### src/ixl_pkg.sv
`default_nettype none
// ----------------------------------------------------------------------------
// ixl_pkg
// Shared types and codes for the inline extended-attribute list checker.
// ----------------------------------------------------------------------------
package ixl_pkg;

    // parse phases, also used as the byte role of the same section
    localparam logic [2:0] PH_HEADER = 3'd0;
    localparam logic [2:0] PH_NLEN   = 3'd1;
    localparam logic [2:0] PH_VLEN   = 3'd2;
    localparam logic [2:0] PH_FLAGS  = 3'd3;
    localparam logic [2:0] PH_NAME   = 3'd4;
    localparam logic [2:0] PH_PAD    = 3'd5;
    localparam logic [2:0] PH_VALUE  = 3'd6;
    localparam logic [2:0] PH_STOP   = 3'd7;

    localparam logic [2:0] ROLE_IGNORED = 3'd7;

    // parse status codes
    localparam logic [2:0] ST_PARSING  = 3'd0;
    localparam logic [2:0] ST_NOHEAD   = 3'd1;
    localparam logic [2:0] ST_BOUNDS   = 3'd2;
    localparam logic [2:0] ST_BADNAME  = 3'd3;
    localparam logic [2:0] ST_BADVALUE = 3'd4;
    localparam logic [2:0] ST_DONE     = 3'd5;

    // header byte positions
    localparam logic [15:0] HDR_SIZE_HI = 16'd0;
    localparam logic [15:0] HDR_SIZE_LO = 16'd1;
    localparam logic [15:0] HDR_COUNT   = 16'd2;

    localparam int ENTRY_FIXED = 3;

    localparam logic [7:0] PRINT_LO = 8'h20;
    localparam logic [7:0] PRINT_HI = 8'h7E;

    localparam int IN_DATA_W  = 24;
    localparam int OUT_DATA_W = 72;

    // one input byte after classification
    typedef struct packed {
        logic [7:0]  data_byte;
        logic        block_start;
        logic [15:0] buffer_length;
        logic        printable;
        logic        is_nul;
    } t_item;

    // one result item
    typedef struct packed {
        logic [7:0]  pad_length;
        logic [7:0]  entry_total;
        logic [15:0] declared_size;
        logic [7:0]  value_length;
        logic [7:0]  name_length;
        logic [7:0]  entry_flag_bits;
        logic        entry_accepted;
        logic [7:0]  entry_number;
        logic [2:0]  parse_status;
        logic [2:0]  byte_role;
    } t_result;

    // queue head handshake between front and back
    typedef struct packed {
        logic  valid;
        t_item item;
    } t_queue_head;

endpackage
`default_nettype wire

### src/ixl_back.sv
`default_nettype none
// ----------------------------------------------------------------------------
// ixl_back
// Parser state machine: walks the header and entries one byte per cycle while
// the output is not stalled, and loads the result register.
// ----------------------------------------------------------------------------
module ixl_back (
    input  wire                  i_clk,
    input  wire                  i_rst_n,
    input  wire  ixl_pkg::t_queue_head i_head,
    output logic                 o_pop,
    output logic                 o_valid,
    input  wire                  i_ready,
    output ixl_pkg::t_result     o_result
);

    logic [15:0] r_pos, b_pos, n_pos;
    logic [15:0] r_size, b_size, n_size;
    logic [7:0]  r_count, b_count, n_count;
    logic [7:0]  r_pad, b_pad, n_pad;
    logic [7:0]  r_seen, b_seen, n_seen;
    logic [7:0]  r_name, b_name, n_name;
    logic [7:0]  r_value, b_value, n_value;
    logic [7:0]  r_flags, b_flags, n_flags;
    logic [7:0]  r_part, b_part, n_part;
    logic [2:0]  r_phase, b_phase, n_phase;
    logic [2:0]  r_stop, b_stop, n_stop;
    logic [15:0] r_len, b_len;

    logic             r_out_valid;
    ixl_pkg::t_result r_out;
    ixl_pkg::t_result n_out;

    logic        consume;
    logic [7:0]  c;
    logic [2:0]  role;
    logic        accepted;
    logic        adv;
    logic [2:0]  adv_from;
    logic [17:0] end_pos;
    logic        last_byte;
    logic        text_ok;

    assign consume = i_head.valid && (!r_out_valid || i_ready);
    assign o_pop   = consume;
    assign c       = i_head.item.data_byte;

    always_comb begin
        b_pos   = r_pos;
        b_size  = r_size;
        b_count = r_count;
        b_pad   = r_pad;
        b_seen  = r_seen;
        b_name  = r_name;
        b_value = r_value;
        b_flags = r_flags;
        b_part  = r_part;
        b_phase = r_phase;
        b_stop  = r_stop;
        b_len   = r_len;
        // new block: clear everything and sample the buffer length
        if (i_head.item.block_start) begin
            b_pos   = 16'd0;
            b_size  = 16'd0;
            b_count = 8'd0;
            b_pad   = 8'd0;
            b_seen  = 8'd0;
            b_name  = 8'd0;
            b_value = 8'd0;
            b_flags = 8'd0;
            b_part  = 8'd0;
            b_phase = ixl_pkg::PH_HEADER;
            b_stop  = ixl_pkg::ST_PARSING;
            b_len   = i_head.item.buffer_length;
        end
    end

    always_comb begin
        n_pos    = b_pos;
        n_size   = b_size;
        n_count  = b_count;
        n_pad    = b_pad;
        n_seen   = b_seen;
        n_name   = b_name;
        n_value  = b_value;
        n_flags  = b_flags;
        n_part   = b_part;
        n_phase  = b_phase;
        n_stop   = b_stop;
        role     = ixl_pkg::ROLE_IGNORED;
        accepted = 1'b0;
        adv      = 1'b0;
        adv_from = ixl_pkg::PH_NAME;
        end_pos  = 18'(b_pos) + 18'(ixl_pkg::ENTRY_FIXED - 2) + 18'(b_name)
                 + 18'(b_pad) + 18'(c);

        // NUL is allowed only as the last byte of a name or value
        last_byte = 1'b0;
        if (b_phase == ixl_pkg::PH_NAME) begin
            last_byte = ((9'(b_part) + 9'd1) == 9'(b_name));
        end else begin
            last_byte = ((9'(b_part) + 9'd1) == 9'(b_value));
        end
        text_ok = i_head.item.printable || (i_head.item.is_nul && last_byte);

        unique case (b_phase)
            ixl_pkg::PH_HEADER: begin
                role = ixl_pkg::PH_HEADER;
                priority if (b_pos == ixl_pkg::HDR_SIZE_HI) begin
                    n_size = {c, 8'd0};
                end else if (b_pos == ixl_pkg::HDR_SIZE_LO) begin
                    n_size = {b_size[15:8], c};
                    if (n_size == 16'd0 || n_size > b_len) begin
                        n_size  = 16'd0;
                        n_stop  = ixl_pkg::ST_NOHEAD;
                        n_phase = ixl_pkg::PH_STOP;
                    end
                end else if (b_pos == ixl_pkg::HDR_COUNT) begin
                    n_count = c;
                end else begin
                    n_pad = c;
                    if (b_count == 8'd0) begin
                        n_stop  = ixl_pkg::ST_DONE;
                        n_phase = ixl_pkg::PH_STOP;
                    end else begin
                        n_phase = ixl_pkg::PH_NLEN;
                    end
                end
            end
            ixl_pkg::PH_NLEN: begin
                role    = ixl_pkg::PH_NLEN;
                n_name  = c;
                n_value = 8'd0;
                n_flags = 8'd0;
                n_phase = ixl_pkg::PH_VLEN;
            end
            ixl_pkg::PH_VLEN: begin
                role    = ixl_pkg::PH_VLEN;
                n_value = c;
                if (end_pos >= 18'(b_size)) begin
                    n_stop  = ixl_pkg::ST_BOUNDS;
                    n_phase = ixl_pkg::PH_STOP;
                end else begin
                    n_phase = ixl_pkg::PH_FLAGS;
                end
            end
            ixl_pkg::PH_FLAGS: begin
                role     = ixl_pkg::PH_FLAGS;
                n_flags  = c;
                adv      = 1'b1;
                adv_from = ixl_pkg::PH_NAME;
            end
            ixl_pkg::PH_NAME: begin
                role = ixl_pkg::PH_NAME;
                if (!text_ok) begin
                    n_stop  = ixl_pkg::ST_BADNAME;
                    n_phase = ixl_pkg::PH_STOP;
                end else begin
                    n_part   = b_part + 8'd1;
                    adv      = (n_part == b_name);
                    adv_from = ixl_pkg::PH_PAD;
                end
            end
            ixl_pkg::PH_PAD: begin
                role     = ixl_pkg::PH_PAD;
                n_part   = b_part + 8'd1;
                adv      = (n_part == b_pad);
                adv_from = ixl_pkg::PH_VALUE;
            end
            ixl_pkg::PH_VALUE: begin
                role = ixl_pkg::PH_VALUE;
                if (!text_ok) begin
                    n_stop  = ixl_pkg::ST_BADVALUE;
                    n_phase = ixl_pkg::PH_STOP;
                end else begin
                    n_part   = b_part + 8'd1;
                    adv      = (n_part == b_value);
                    adv_from = ixl_pkg::PH_STOP;
                end
            end
            default: begin
                role = ixl_pkg::ROLE_IGNORED;
            end
        endcase

        // enter the next non-empty section, or close the entry
        if (adv) begin
            n_part = 8'd0;
            priority if (adv_from <= ixl_pkg::PH_NAME && n_name != 8'd0) begin
                n_phase = ixl_pkg::PH_NAME;
            end else if (adv_from <= ixl_pkg::PH_PAD && n_pad != 8'd0) begin
                n_phase = ixl_pkg::PH_PAD;
            end else if (adv_from <= ixl_pkg::PH_VALUE && n_value != 8'd0) begin
                n_phase = ixl_pkg::PH_VALUE;
            end else begin
                n_seen   = b_seen + 8'd1;
                accepted = 1'b1;
                if (n_seen == n_count) begin
                    n_stop  = ixl_pkg::ST_DONE;
                    n_phase = ixl_pkg::PH_STOP;
                end else begin
                    n_phase = ixl_pkg::PH_NLEN;
                end
            end
        end

        if (b_pos != 16'hFFFF) begin
            n_pos = b_pos + 16'd1;
        end

        n_out.byte_role       = role;
        n_out.parse_status    = n_stop;
        n_out.entry_number    = b_seen;
        n_out.entry_accepted  = accepted;
        n_out.entry_flag_bits = n_flags;
        n_out.name_length     = n_name;
        n_out.value_length    = n_value;
        n_out.declared_size   = n_size;
        n_out.entry_total     = n_count;
        n_out.pad_length      = n_pad;
    end

    always_ff @(posedge i_clk) begin
        if (!i_rst_n) begin
            r_pos       <= 16'd0;
            r_size      <= 16'd0;
            r_count     <= 8'd0;
            r_pad       <= 8'd0;
            r_seen      <= 8'd0;
            r_name      <= 8'd0;
            r_value     <= 8'd0;
            r_flags     <= 8'd0;
            r_part      <= 8'd0;
            r_phase     <= ixl_pkg::PH_HEADER;
            r_stop      <= ixl_pkg::ST_PARSING;
            r_len       <= 16'd0;
            r_out_valid <= 1'b0;
        end else begin
            if (consume) begin
                r_pos   <= n_pos;
                r_size  <= n_size;
                r_count <= n_count;
                r_pad   <= n_pad;
                r_seen  <= n_seen;
                r_name  <= n_name;
                r_value <= n_value;
                r_flags <= n_flags;
                r_part  <= n_part;
                r_phase <= n_phase;
                r_stop  <= n_stop;
                r_len   <= b_len;
                r_out_valid <= 1'b1;
            end else if (i_ready) begin
                r_out_valid <= 1'b0;
            end
        end
    end

    always_ff @(posedge i_clk) begin
        if (consume) begin
            r_out <= n_out;
        end
    end

    assign o_valid  = r_out_valid;
    assign o_result = r_out;

endmodule
`default_nettype wire

### config.mk
export PLATFORM = sky130hd
export DESIGN_NAME = ixl_back
export DESIGN_NICKNAME = d
export VERILOG_FILES = /design/src/ixl_pkg.sv /design/src/ixl_back.sv
export SDC_FILE = /design/constraint.sdc
export NUM_CORES = 1
export LEC_CHECK = 0
export BUFFER_PORTS_ARGS = -buffer_cell sky130_fd_sc_hd__buf_2
export CAP_MARGIN = 30
export CORE_UTILIZATION = 45
export DETAILED_ROUTE_END_ITERATION = 6
export GPL_TIMING_DRIVEN = 0
export MAX_ROUTING_LAYER = met4
export PLACE_DENSITY = 0.67
export SLEW_MARGIN = 5
export SYNTH_ARGS = -nofsm -noshare
export SYNTH_HDL_FRONTEND = slang
export SYNTH_SLANG_ARGS = --single-unit
### constraint.sdc
create_clock -name i_clk -period 20.5 [get_ports i_clk]
set_clock_uncertainty 0.2 [all_clocks]
set_input_delay 4.1 -clock i_clk [delete_from_list [all_inputs] [get_ports i_clk]]
set_output_delay 4.1 -clock i_clk [all_outputs]
set_load 0.02 [all_outputs]
==> results of run 1 <==
placed cells by master, fill, tap and decap left out, types with 49 or more instances in the layout:
master	Yosys	layout
sky130_fd_sc_hd__nand2_1	156	156
sky130_fd_sc_hd__nor2_1	122	122
sky130_fd_sc_hd__dfxtp_1	111	111
sky130_fd_sc_hd__buf_2	7	109
sky130_fd_sc_hd__a21oi_1	86	86
sky130_fd_sc_hd__edfxtp_1	71	71
sky130_fd_sc_hd__inv_1	60	60
sky130_fd_sc_hd__o21ai_0	54	54
sky130_fd_sc_hd__clkbuf_1	54	53
sky130_fd_sc_hd__ha_1	50	50
sky130_fd_sc_hd__mux2i_1	49	49
metal layers:
metal  GRT usage [%]  routed length [um]  up-vias
li1                -                   -     4784
met3            5.69                3430       90
met2            44.5               16200      562
met4            11.1                1200        0
met1            38.7               15300     4999
met5               -                   0        -
cell usage after synthesis (all sizes together) (5+ instances only):
master and instances:
a211oi 29, a21o 13, a21oi 86, a22o 8, a22oi 10, a2bb2oi 6, a31oi 14, a32oi 8
a41oi 5, and2 9, and3 7, buf 24, clkbuf 54, dfxtp 111, edfxtp 71, fa 14
ha 50, inv 60, mux2 6, mux2i 49, nand2 156, nand2b 11, nand3 27, nand3b 6
nand4 12, nor2 122, nor2b 38, nor3 32, nor3b 5, nor4 18, o211ai 6, o21a 5
o21ai 57, o31ai 5, o32ai 10, or3 8, xnor2 41, xor2 25
through the flow:
stage | setup WS, ps | hold WS [ps] | total power, uW | utilization [%]
2_1_floorplan | 9280 | 234 | 522 | -
3_3_place_gp | 7440 | 242 | 574 | 49.8
3_5_place_dp | 7840 | 248 | 575 | 49.9
4_1_cts | 8230 | 259 | 911 | 52.4
5_1_grt | 7830 | 274 | 944 | 52.4
6_report | 8080 | 260 | 913 | 52.4
registers in the layout (all words and copies together) (netlist names):
register,flops
o_result,71
r_len,16
r_pos,16
r_size,16
r_count,8
r_flags,8
r_name,8
r_pad,8
r_part,8
r_seen,8
r_value,8
r_phase,3
r_stop,3
o_valid,1
logic make-up (layout without fill, tap and decap cells):
kind of cell,count (synthesis),in the layout,share of synthesized area [%]
adders and majority gates,64,64,8.10
and+or+nand+nor,465,465,19.7
DFF,182,182,38.9
buffers and inverters,138,273,4.81
xor gates and xnor gates,69,69,5.78
muxes,55,55,4.99
AOI/OAI and AO/OA,294,294,17.7
critical path: cells and delay by family:
kind | cells | cell delay [ps]
compound gates | 14 | 2980
buf+inv | 9 | 2910
fa+ha+maj | 5 | 1760
simple gates | 4 | 620
worst max-delay path by stage:
stage | startpoint | to | depth (start not counted)
after floorplan | i_ready | o_pop | 5
after global placement | i_ready | o_pop | 7
after detailed placement | i_head[18] | o_result[4] | 32
after CTS | i_head[18] | o_result[4] | 32
after global routing | i_head[18] | o_result[4] | 32
final | i_head[18] | o_result[4] | 32
power breakdown:
group | switching (uW) | internal (uW) | total [uW]
sequential | 9.75 | 394 | 404
clock | 175 | 166 | 341
combinational | 112 | 56.2 | 168
layout make-up:
| cell class | instances | area share (%) |
|---|---|---|
| clock buffer | 17 | 3.34 |
| multi-input combinational | 947 | 49.4 |
| timing repair buffer | 103 | 4.22 |
| sequential | 182 | 34.2 |
| buffer | 78 | 2.49 |
| inverter | 60 | 1.77 |
| tap | 324 | 3.18 |
| clock inverter | 15 | 1.39 |
==> results by group, run 1 <==
Critical path
  • Reg-to-reg endpoint: o_result[4]
  • Critical path arrival: 12,410 ps
  • Kind of capture point of the worst setup path: flop
  • Slowest cell on crit path: sky130_fd_sc_hd__buf_1
  • Crit path largest cell delay: 590 ps
  • Data required time of the critical path: 20,480 ps
  • Worst Setup Path Type: input pin to flop
  • Worst Reg2Reg Path Length in Cells: 26
  • Register-to-Register Setup Slack: 13,700 ps
  • Type of origin of the critical path: input pin
  • Largest fanout of any net on the critical path: 10
  • Source of the worst register-to-register timing path: r_pos[1]
  • Crit path top cell by count: sky130_fd_sc_hd__buf_2

STA
  • Final number of max-transition violations: 0
  • Highest achievable clock rate: 80.5 MHz
  • Hold Fails Final Rpt: 0
  • Crit share post-route: 60.6%
  • Minimum period implied by the final worst setup slack: 12,420 ps
  • Slew of the pin with the lowest slew margin: 1080 ps
  • Setup TNS: 0 ps
  • Worst-case headroom to the max-slew limit: 27.7%
  • Number of setup violations in the final report: 0
  • Unrepaired setup endpoints after global routing: no

Clocking
  • Root buffer cell: sky130_fd_sc_hd__clkbuf_16
  • Maximum clock path buffer count: 2
  • Clock slew at reported path FFs: 80 ps
  • Resized cells post-CTS: 0
  • Clock Sink Count: 182
  • CTS hold repair buffers: 0
  • CTS tree: built
  • Number of setup buffers added after CTS: 0
  • Clock latency on the worst-skew pair: 450 ps
  • Number of buffers created by CTS: 17
  • Htree depth: 4

Power and ir drop
  • Leak: 0.00504 uW
  • Power per Cell Area: 71.6 nW/um^2
  • Peak VDD IR: 0.0403 mV

GRT
  • Wire length of the first global-routing pass: 55.4 mm
  • Global Route Usage Sum: 29.4%
  • Initial antenna violation count: 0
  • Number of global-route vias before repair: 9,443
  • Sum of overflow across all layers after global routing: 0
  • Maximum number of pins on one net before global-route repair: 54

Drt
  • Number of vias in the routed layout: 10,400
  • Number of remaining DRC errors: 0
  • First DRT Iteration DRCs: 1,158
  • Number of nets with antenna violations after routing: 0
  • Per-cell routed wire length: 20.9 um
  • Routed Wire Length: 36.1 mm
  • Detailed Routing Iterations Pass 1: 5
  • Via-to-Cell Ratio: 6.05

Yosys
  • Top FF cell, synth: sky130_fd_sc_hd__dfxtp_1
  • Post-Synthesis Net Count: 1,362
  • Number of synthesized register bits: 182
  • Mapped Avg Cell Area: 8.83 um^2
  • Count of cell types in the netlist: 74
  • Area share of the largest cell type after synthesis: 19.9%
  • Cell count after synthesis: 1,267
  • YS warnings: 0
  • Synth Cell Area: 11,200 um^2
  • Number of enable-type register cells in the synthesized netlist: 71
  • Dominant cells by area after synthesis: sky130_fd_sc_hd__dfxtp_1 (20%), sky130_fd_sc_hd__edfxtp_1 (19%), sky130_fd_sc_hd__ha_1 (5.6%), sky130_fd_sc_hd__nand2_1 (5.2%), sky130_fd_sc_hd__mux2i_1 (4.4%)
  • Sequential fraction of the synthesis area: 38.9%
  • Top cell type by total area after synthesis: sky130_fd_sc_hd__dfxtp_1
  • Post-synth ARST share: 0%

Die
  • Initial core utilization: 46.0%
  • Number of cell rows: 57
  • Area of the die: 25,500 um^2
  • Die height: 160 um
  • Area of the core: 24,300 um^2
  • Horizontal extent of the die: 160 um
  • I/O pin count: 104

Cells and area
  • Antenna Cells: 0
  • Layout cell share with drive strength beyond 1: 11.9%
  • Fillers: 2,283
  • Area added between synthesis and finish: 13.9%
  • Number of nets in the finished design: 1,484
  • Area taken by flip-flops and latches: 4350 um^2
  • Number of non-filler instances in the completed layout: 1,726
  • Post-layout instance area: 12,700 um^2
  • Multi-input logic area: 6300 um^2

Min path
  • Worst Min Path Start: r_flags[4]
  • Hold-critical path endpoint: r_flags[4]
  • Type of the tightest min-delay check: flop to flop
  • Number of cells on the worst hold path: 2

Placement
  • Half-perimeter wire length of the detailed placement result: 26.2 mm
  • Cell count after placement: 1,694
  • DP Area: 12,100 um^2
  • Routability Congestion: 0.944
  • PortBufs: 102

Run status
  • Run status: finished, final reports clean

Run
  • Maximum Capacitance Violations: 0
No activity file was read; power rests on OpenSTA's default activity.
==> run 2: changes to the inputs <==
--- a/config.mk
+++ b/config.mk
@@ -11,7 +11,7 @@
 export DETAILED_ROUTE_END_ITERATION = 6
 export GPL_TIMING_DRIVEN = 0
 export MAX_ROUTING_LAYER = met4
-export PLACE_DENSITY = 0.67
+export PLACE_DENSITY = 0.7
 export SLEW_MARGIN = 5
 export SYNTH_ARGS = -nofsm -noshare
 export SYNTH_HDL_FRONTEND = slang
==> constraint.sdc (replaced) <==
create_clock -name i_clk -period 11.3 [get_ports i_clk]
set_clock_uncertainty 0.2 [all_clocks]
set_input_delay 2.26 -clock i_clk [delete_from_list [all_inputs] [get_ports i_clk]]
set_output_delay 2.26 -clock i_clk [all_outputs]
set_load 0.02 [all_outputs]
==> results by group, run 2 (synthesis results as in run 1) <==
Clocking
  • Number of buffers created by CTS: 17 (unchanged)
  • Htree depth: 4 (unchanged)
  • Resized cells post-CTS: 0 (unchanged)
  • Clock latency on the worst-skew pair: 450 ps (about the same)
  • Root buffer cell: sky130_fd_sc_hd__clkbuf_16
  • Clock Sink Count: 182 (unchanged)
  • CTS hold repair buffers: 0 (unchanged)
  • Number of setup buffers added after CTS: 0 (unchanged)
  • Clock slew at reported path FFs: 70 ps (about the same)
  • CTS tree: built
  • Maximum clock path buffer count: 2 (unchanged)

STA
  • Unrepaired setup endpoints after global routing: no
  • Final worst setup slack: 967 ps (-7110 ps)
  • Worst-case headroom to the max-slew limit: 24.3% (-3.4 points)
  • Minimum period implied by the final worst setup slack: 10,330 ps
  • Slew of the pin with the lowest slew margin: 1140 ps (+51.0 ps)
  • Setup TNS: 0 ps (unchanged)
  • Final number of max-transition violations: 0 (unchanged)
  • Hold Fails Final Rpt: 0 (unchanged)
  • Highest achievable clock rate: 96.8 MHz
  • Crit share post-route: 91.4%
  • Number of setup violations in the final report: 0 (unchanged)
  • Worst hold slack: 262 ps (+1.94 ps)

Critical path
  • Crit path top cell by count: sky130_fd_sc_hd__buf_2
  • Slowest cell on crit path: sky130_fd_sc_hd__buf_1
  • Data required time of the critical path: 11,290 ps (-9190 ps)
  • Critical path arrival: 10,320 ps (-2090 ps)
  • Crit path largest cell delay: 570 ps (-20 ps)
  • Type of origin of the critical path: input pin
  • Worst Reg2Reg Path Length in Cells: 26 (unchanged)
  • Kind of capture point of the worst setup path: flop
  • Largest fanout of any net on the critical path: 10 (unchanged)
  • Worst Setup Path Type: input pin to flop

Die
  • Initial core utilization: 46.0% (unchanged)
  • I/O pin count: 104 (unchanged)
  • Die height: 160 um (unchanged)
  • Number of cell rows: 57 (unchanged)
  • Horizontal extent of the die: 160 um (unchanged)
  • Area of the core: 24,300 um^2 (unchanged)
  • Area of the die: 25,500 um^2 (unchanged)

Drt
  • Number of remaining DRC errors: 0 (unchanged)
  • Detailed Routing Iterations Pass 1: 6 (+1)
  • Routed Wire Length: 35.5 mm (-1.7%)
  • Per-cell routed wire length: 20.6 um (-1.8%)
  • First DRT Iteration DRCs: 1,293 (+12%)
  • Via-to-Cell Ratio: 5.93 (-2.0%)
  • Number of vias in the routed layout: 10,200 (-1.9%)
  • Number of nets with antenna violations after routing: 0 (unchanged)

Cells and area
  • Number of nets in the finished design: 1,485 (+0.067%)
  • Area added between synthesis and finish: 13.7%
  • Most frequent standard cell in the layout excluding fill and tap cells: sky130_fd_sc_hd__nand2_1
  • Layout cell share with drive strength beyond 1: 12.0% (+0.063 points)
  • Commonest non-fill, non-tap cells in the layout: sky130_fd_sc_hd__nand2_1 (156), sky130_fd_sc_hd__nor2_1 (122), sky130_fd_sc_hd__dfxtp_1 (111)
  • Antenna Cells: 0 (unchanged)
  • Largest register FFs: 71 (unchanged)

Power and ir drop
  • Net switching fraction of the power: 32.0% (-0.48 points)
  • Internal power summed over all cells: 1110 uW (+81%)
  • Gate power share: 18.6% (+0.2 points)
  • Leak: 0.00503 uW (-0.16%)
  • Peak VDD IR: 0.131 mV (+230%)
  • Power per Cell Area: 129 nW/um^2 (+80%)
  • Clock Power Share: 36.7% (-0.6 points)
  • Sequential Power Share: 44.7% (+0.5 points)
  • Power spent charging and discharging nets: 524 uW (+77%)

GRT
  • Met1 track demand over resource: 37.5% (-1.2 points)
  • Number of global-route vias before repair: 9,284 (-1.7%)
  • Maximum number of pins on one net before global-route repair: 54 (unchanged)
  • Busiest grt layer: met2
  • Wire length of the first global-routing pass: 54.0 mm (-2.5%)
  • Global Route met3 Usage: 5.30% (-0.39 points)
  • Global Route Usage Sum: 28.6% (-0.77 points)
  • Sum of overflow across all layers after global routing: 0 (unchanged)
  • GRT met2 Usage: 43.5% (-0.97 points)
  • Initial antenna violation count: 0 (unchanged)

Run
  • Maximum Capacitance Violations: 0 (unchanged)

Placement
  • Post-Place Worst Slack: 588 ps (-7250 ps)
  • PortBufs: 102 (unchanged)
  • Half-perimeter wire length of the detailed placement result: 26.1 mm (-0.29%)
  • Routability Congestion: 0.963 (+1.9%)

Min path
  • Number of cells on the worst hold path: 2 (unchanged)
  • Type of the tightest min-delay check: flop to flop

Run status
  • Run status: finished, final reports clean
-- run 2: changes by cell type in the layout (fill, tap and decap cells not counted) --
cell                         before  now
sky130_fd_sc_hd__clkinv_8         5    3
sky130_fd_sc_hd__inv_6            3    5
sky130_fd_sc_hd__clkinv_4         1    2
sky130_fd_sc_hd__inv_8            5    3
sky130_fd_sc_hd__clkbuf_2         0    1
sky130_fd_sc_hd__clkinvlp_4       0    1
-- run 2: per-layer routing --
metal  wire, um  vias to the layer above
met5          0                        -
met3       3290                       77
met4       1180                        0
met2      16100                      513
met1      14900                     4841
li1           -                     4802
-- run 2: metrics by stage --
step	area, um^2	util, %	power, uW	instances
floorplan	11200	-	946	1267
detailed placement	12100	49.9	1040	1694
global placement	12100	49.8	1040	1693
global route	12700	52.3	1690	1727
finish	12700	52.3	1640	1727
CTS	12700	52.3	1630	1726
-- run 2: path summary, 6_finish.rpt --
| kind | from | slack, ps | endpoint |
|---|---|---|---|
| max | i_head[18] | 970 | o_result[4] |
| min reg2reg | r_len[0] | 260 | r_len[0] |
| max reg2reg | r_pos[1] | 4640 | o_result[4] |
| min | r_len[0] | 260 | r_len[0] |
-- run 2: cell type report --
cell class | instances | area, um^2
buffer | 78 | 317
clock buffer | 17 | 425
tap | 324 | 405
sequential | 182 | 4350
multi-input combinational | 947 | 6300
clock inverter | 15 | 156
timing repair buffer | 104 | 543
fill | 2260 | 11600
inverter | 60 | 225
-- run 2: power groups by stage --
| stage | Clock [uW] | Sequential, uW | Combinational [uW] |
|---|---|---|---|
| 2_1_floorplan | 0 | 766 | 180 |
| 3_3_place_gp | 0 | 748 | 291 |
| 3_5_place_dp | 0 | 746 | 297 |
| 4_1_cts | 603 | 732 | 298 |
| 5_1_grt | 628 | 735 | 328 |
| 6_report | 600 | 732 | 304 |
-- run 2: worst max-delay path: cells and delay by family --
family,cells,cell delay [ps]
and+or+nand+nor,4,590
AOI/OAI and AO/OA,14,2910
buffers and inverters,9,2830
adders and majority gates,5,1740
